===== src/hdl/gco_pkg.sv =====
// Package for the grid cell occlusion test: coordinate width, packed input
// layout, stage payload types and small sign helpers.
// No dependencies; every other file in hdl/ imports it.
package gco_pkg;

    // Width of one grid coordinate.
    localparam int COORD_BITS = 10;
    localparam int NUM_FIELDS = 6;
    localparam int IN_BITS    = NUM_FIELDS * COORD_BITS;
    localparam int TDATA_W    = ((IN_BITS + 7) / 8) * 8;
    localparam int M_TDATA_W  = 8;

    // Signed width for coordinate differences and the doubled offsets.
    localparam int CW = COORD_BITS + 2;
    // Width of one product and of the summed cross products.
    localparam int PW = 2 * CW;
    localparam int SW = 2 * CW + 2;

    typedef logic [COORD_BITS-1:0] coord_t;
    typedef logic signed [CW-1:0]  cval_t;
    typedef logic signed [PW-1:0]  prod_t;
    typedef logic signed [SW-1:0]  sum_t;

    // Input fields; the last member lands in the lowest bits.
    typedef struct packed {
        coord_t dest_y;
        coord_t dest_x;
        coord_t obstacle_y;
        coord_t obstacle_x;
        coord_t source_y;
        coord_t source_x;
    } coords_t;

    // After the first stage: segment direction, obstacle offsets and the
    // per-diagonal flags (diagonal not parallel and straddled by the segment).
    typedef struct packed {
        cval_t ex;
        cval_t ey;
        cval_t fx;
        cval_t fy;
        logic  en1;
        logic  en2;
    } prep_t;

    typedef struct packed {
        prod_t m1;
        prod_t m2;
        cval_t ex;
        cval_t ey;
        logic  en1;
        logic  en2;
    } mul_t;

    typedef struct packed {
        sum_t  v3;
        cval_t ex;
        cval_t ey;
        logic  en1;
        logic  en2;
    } cross_t;

    function automatic cval_t ext_coord(input coord_t v);
        return $signed({2'b00, v});
    endfunction

    // True when the two signs are not equal and nonzero, i.e. their product
    // is zero or negative.
    function automatic logic straddles(input logic a_pos, input logic a_neg,
                                       input logic b_pos, input logic b_neg);
        return !((a_pos && b_pos) || (a_neg && b_neg));
    endfunction

endpackage


===== src/hdl/gco_eval.sv =====
// Third and fourth pipeline stages: the cross product at the first corner,
// then the shifted values at the other three corners, their signs and the
// result register.
// Depends on gco_pkg.
module gco_eval
    import gco_pkg::*;
(
    input  logic aclk,
    input  logic aresetn,
    input  logic in_valid,
    output logic in_ready,
    input  mul_t in_data,
    output logic out_valid,
    input  logic out_ready,
    output logic out_blocked
);

    logic   cross_valid_reg;
    cross_t cross_reg;
    cross_t cross_next;
    logic   cross_ready;

    logic   res_valid_reg;
    logic   blocked_reg;
    logic   blocked_next;

    sum_t   wb1, wa2, wb2;
    logic   hit1, hit2;

    assign cross_ready = !res_valid_reg || out_ready;
    assign in_ready    = !cross_valid_reg || cross_ready;

    always_comb begin
        cross_next.v3  = sum_t'(in_data.m1) - sum_t'(in_data.m2);
        cross_next.ex  = in_data.ex;
        cross_next.ey  = in_data.ey;
        cross_next.en1 = in_data.en1;
        cross_next.en2 = in_data.en2;
    end

    // Moving the corner by two doubled units changes the cross product by
    // a multiple of the direction, so each other corner is one add away.
    always_comb begin
        wb1 = cross_reg.v3 + ((sum_t'(cross_reg.ex) - sum_t'(cross_reg.ey)) <<< 1);
        wa2 = cross_reg.v3 - (sum_t'(cross_reg.ey) <<< 1);
        wb2 = cross_reg.v3 + (sum_t'(cross_reg.ex) <<< 1);
        hit1 = cross_reg.en1 &&
               straddles(!cross_reg.v3[SW-1] && (cross_reg.v3 != '0), cross_reg.v3[SW-1],
                         !wb1[SW-1] && (wb1 != '0), wb1[SW-1]);
        hit2 = cross_reg.en2 &&
               straddles(!wa2[SW-1] && (wa2 != '0), wa2[SW-1],
                         !wb2[SW-1] && (wb2 != '0), wb2[SW-1]);
        blocked_next = hit1 || hit2;
    end

    always_ff @(posedge aclk) begin
        if (!aresetn) begin
            cross_valid_reg <= 1'b0;
            res_valid_reg   <= 1'b0;
        end else begin
            if (in_ready) begin
                cross_valid_reg <= in_valid;
            end
            if (cross_ready) begin
                res_valid_reg <= cross_valid_reg;
            end
        end
    end

    always_ff @(posedge aclk) begin
        if (in_valid && in_ready) begin
            cross_reg <= cross_next;
        end
        if (cross_valid_reg && cross_ready) begin
            blocked_reg <= blocked_next;
        end
    end

    assign out_valid   = res_valid_reg;
    assign out_blocked = blocked_reg;

endmodule


===== config.mk =====
export PLATFORM = sky130hd
export DESIGN_NAME = gco_eval
export DESIGN_NICKNAME = d
export VERILOG_FILES = /design/src/hdl/gco_pkg.sv /design/src/hdl/gco_eval.sv
export SDC_FILE = /design/constraint.sdc
export NUM_CORES = 1
export LEC_CHECK = 0
export BUFFER_PORTS_ARGS = -buffer_cell sky130_fd_sc_hd__buf_2
export CORE_UTILIZATION = 45
export CTS_CLUSTER_SIZE = 24
export DETAILED_ROUTE_END_ITERATION = 10
export PLACE_DENSITY = 0.66
export SLEW_MARGIN = 15
export SYNTH_ARGS = -nofsm -noshare
export SYNTH_HDL_FRONTEND = slang
export SYNTH_SLANG_ARGS = --single-unit

===== constraint.sdc =====
create_clock -name aclk -period 5.4 [get_ports aclk]
set_input_delay 1.62 -clock aclk [delete_from_list [all_inputs] [get_ports aclk]]
set_output_delay 1.62 -clock aclk [all_outputs]
set_load 0.005 [all_outputs]

==> reports/results.txt <==
Period minus WS final: 5120 ps
reg2reg path depth: 25
initial core utilization: 46.1%
die height: 132 um
Cell Count, Final, Fillers Out: 1264
final hold vios: 0
Area Overhead vs Synth: 13.1%
wire length per cell: 16.3 um
Max Cap Viol: 0
Reg2Reg Launch Point: cross_reg[2]
IO Pins: 81
total global routing overflow: 0
root buffer cell: clkbuf_16
M2 GR Usage: 39.3%
drt first pass iters: 5
final setup violation count: 0
CTS Buf Count: 5
Synth cell types: 81
Gate power share: 61.2%
Hold EP: out_valid
largest net degree at the start of global routing: 52
Largest register FFs: 51
Hold Buf Count CTS: 0
first-pass GRT wire length: 32900 um
commonest cells after routing, fill and taps aside: ha_1, inv_1, nor2_1, buf_2, a21oi_1
r2r endpoint: out_blocked
initial antenna violation count: 0
most common cell after layout, fill and taps aside: ha_1
Pins Over Slew Limit: 0
Synth Flop Type: edfxtp_1
Synth Area per Inst: 8.03 um^2
critical path class: reg2reg
number of flops mapped to enable cells by yosys: 52
Die Footprint: 0.0175 mm^2
Worst Hold Class: reg2reg
vias per inst: 5.91
Net Switching: 1.05 mW
core box area: 0.0166 mm^2
Worst R2R Setup Slack: 280 ps
Post-Route Skew: 10.4 ps
H-tree Lvls: 2
Clock Sink Count: 54
Final GP Congestion: 0.940
# rows: 47
Internal: 1.30 mW
Clock Power Share: 14.2%
Final Cycle Share: 94.7%
ANT cells: 0
clock transition at the registers of the reported paths: 80 ps
Die X: 132 um
HPWL Detailed: 16700 um
critical path data arrival time: 5160 ps
Leak Pwr: 3.76 nW
synthesized flop and latch total: 54
Final ANT Viol Nets: 0
Peak VDD IR: 0.000141 V
TritonCTS clock tree: done
GRT Overall Usage: 23.2%
PD cells: 272 mW/mm^2
drt drc: 0
element type at the critical path end: flip-flop
relative slew slack: 56.5%
grt met1 use: 30.7%
status: finished, final reports clean
Clock Latency Late Sink: 300 ps
mapped cell area: 0.00764 mm^2
Syn. warnings: 0
hold path startpoint: cross_valid_reg
Mapped Cells: 952
sw frac: 44.7%
crit path launch type: flip-flop
WL final: 20600 um
layer with the highest usage: met2
register share of total power: 24.6%
Tightest Pin Transition: 647 ps
M3 GR Usage: 2.69%
share of layout cells above drive strength 1: 14.0%
final core occ: 52.1%
vias: 7469
sequential element share of the synthesized area: 21.0%
syn_nets: 1144
Req. time, crit path: 5450 ps
hold depth: 1
Async S/R FF share, synth: 0%
f_max: 195 MHz
final net count: 1235
Clock Tree Buf Depth: 2
DR iter-0 viols: 546
critical path peak fanout: 5
number of placed cells counting well taps: 1250
Total Power: 2.35 mW
vias in the first global route: 6793
number of I/O port buffers: 80
==> worst max-delay path by stage <==
stage / startpoint / endpoint / slack (ps) / depth (start not counted)
after floorplan: cross_reg[2] / out_blocked / 320 / 25
after global routing: cross_reg[2] / out_blocked / -70 / 24
after CTS: cross_reg[2] / out_blocked / 40 / 25
after global placement: cross_reg[2] / out_blocked / 4 / 25
final: cross_reg[2] / out_blocked / 280 / 25
after detailed placement: cross_reg[2] / out_blocked / -150 / 25
==> Yosys cell counts, types with 4 or more instances <==
cell type	instances	share of area (%)
buf_2	4	0.26
o21bai_1	10	0.98
nor3b_1	8	0.79
mux2i_1	7	0.92
a21oi_1	71	4.7
o21a_1	17	1.7
o31ai_1	7	0.69
edfxtp_1	52	20
o21ai_0	49	3.2
clkbuf_1	9	0.44
xnor2_1	24	2.8
a21o_1	15	1.5
nor4b_1	4	0.46
nor4_1	17	1.4
xor2_1	19	2.2
ha_1	109	18
a31o_2	5	0.57
a2111oi_0	6	0.69
o21ai_1	9	0.59
nand2_1	57	2.8
a21boi_0	8	0.79
a31oi_1	11	0.90
a32oi_1	4	0.46
nand4_1	13	1.1
nor2b_1	21	1.7
and3_1	6	0.49
o211ai_1	9	0.88
nand3_1	21	1.4
nor3_1	36	2.4
inv_1	93	4.6
o2111ai_1	5	0.57
nor2_1	86	4.2
or3_1	11	0.90
fa_1	5	1.3
o22ai_1	4	0.33
and2_1	5	0.41
a211oi_1	15	1.5
nand2b_1	25	2.0
==> routing by layer <==
layer | share of wire [%] | routed length (um)
met5 | 0 | 0
met4 | 2.3 | 473
met3 | 5.5 | 1130
met2 | 47 | 9580
met1 | 46 | 9420
==> power by group through the flow <==
| stage | registers (mW) | logic (mW) | clock network [mW] |
|---|---|---|---|
| finish | 0.578 | 1.44 | 0.333 |
| global route | 0.581 | 1.59 | 0.357 |
| CTS | 0.576 | 1.38 | 0.336 |
| detailed placement | 0.586 | 1.36 | 0 |
| global placement | 0.586 | 1.36 | 0 |
| floorplan | 0.552 | 1.05 | 0 |
==> metrics by stage <==
stage / TNS (ps) / setup slack (ps) / cell area, um^2 / hold slack [ps]
after global placement: 0 / 3.74 / 8350 / 504
after detailed placement: -149 / -149 / 8350 / 508
after floorplan: 0 / 317 / 7640 / 477
final: 0 / 285 / 8640 / 527
after CTS: 0 / 40.6 / 8530 / 528
after global routing: -69.2 / -69.2 / 8640 / 564
==> critical path, stage by stage (launching register included) <==
cell,delay (ps)
edfxtp_1,410
ha_2,220
fa_2,350
nor2b_1,120
o21ai_1,80
a21boi_1,180
o21ai_1,110
a21boi_1,220
o21ai_2,90
a21boi_2,140
o21a_1,120
nor2_1,50
nand2b_4,150
a31o_4,260
ha_1,290
buf_4,150
a21o_1,190
nand2b_4,160
o31ai_4,280
a21oi_2,90
or2_0,200
a31oi_1,210
nor4_2,80
o311ai_1,300
o21ai_1,110
a211o_1,270
==> cell families (layout without fill, tap and decap cells) <==
logic type                 after synthesis  in the layout  share of synthesized area [%]
adders and majority gates              114            114                           19.2
buffers and inverters                  108            199                           5.39
AOI/OAI and AO/OA                      289            290                           25.6
muxes                                   10             10                           1.36
xor gates and xnor gates                43             43                           4.93
DFF                                     54             54                           21.0
and+or+nand+nor                        334            334                           22.6
==> layout make-up <==
class / instances / area (um^2)
Inverter: 94 / 353
Fill cell: 1645 / 7950
Clock inverter: 3 / 25.0
Sequential cell: 54 / 1600
Multi-Input combinational cell: 791 / 5730
Timing Repair Buffer: 97 / 528
Tap cell: 220 / 275
Clock buffer: 5 / 125
==> timing repair <==
| action | CTS | global route |
|---|---|---|
| cloned | 0 | 1 |
| setup buffers | 0 | 5 |
| resized for setup | 8 | 23 |
| endpoints found under the setup margin | 1 | 1 |
| pin swaps | 0 | 13 |
(Power assumes the default switching activity.)
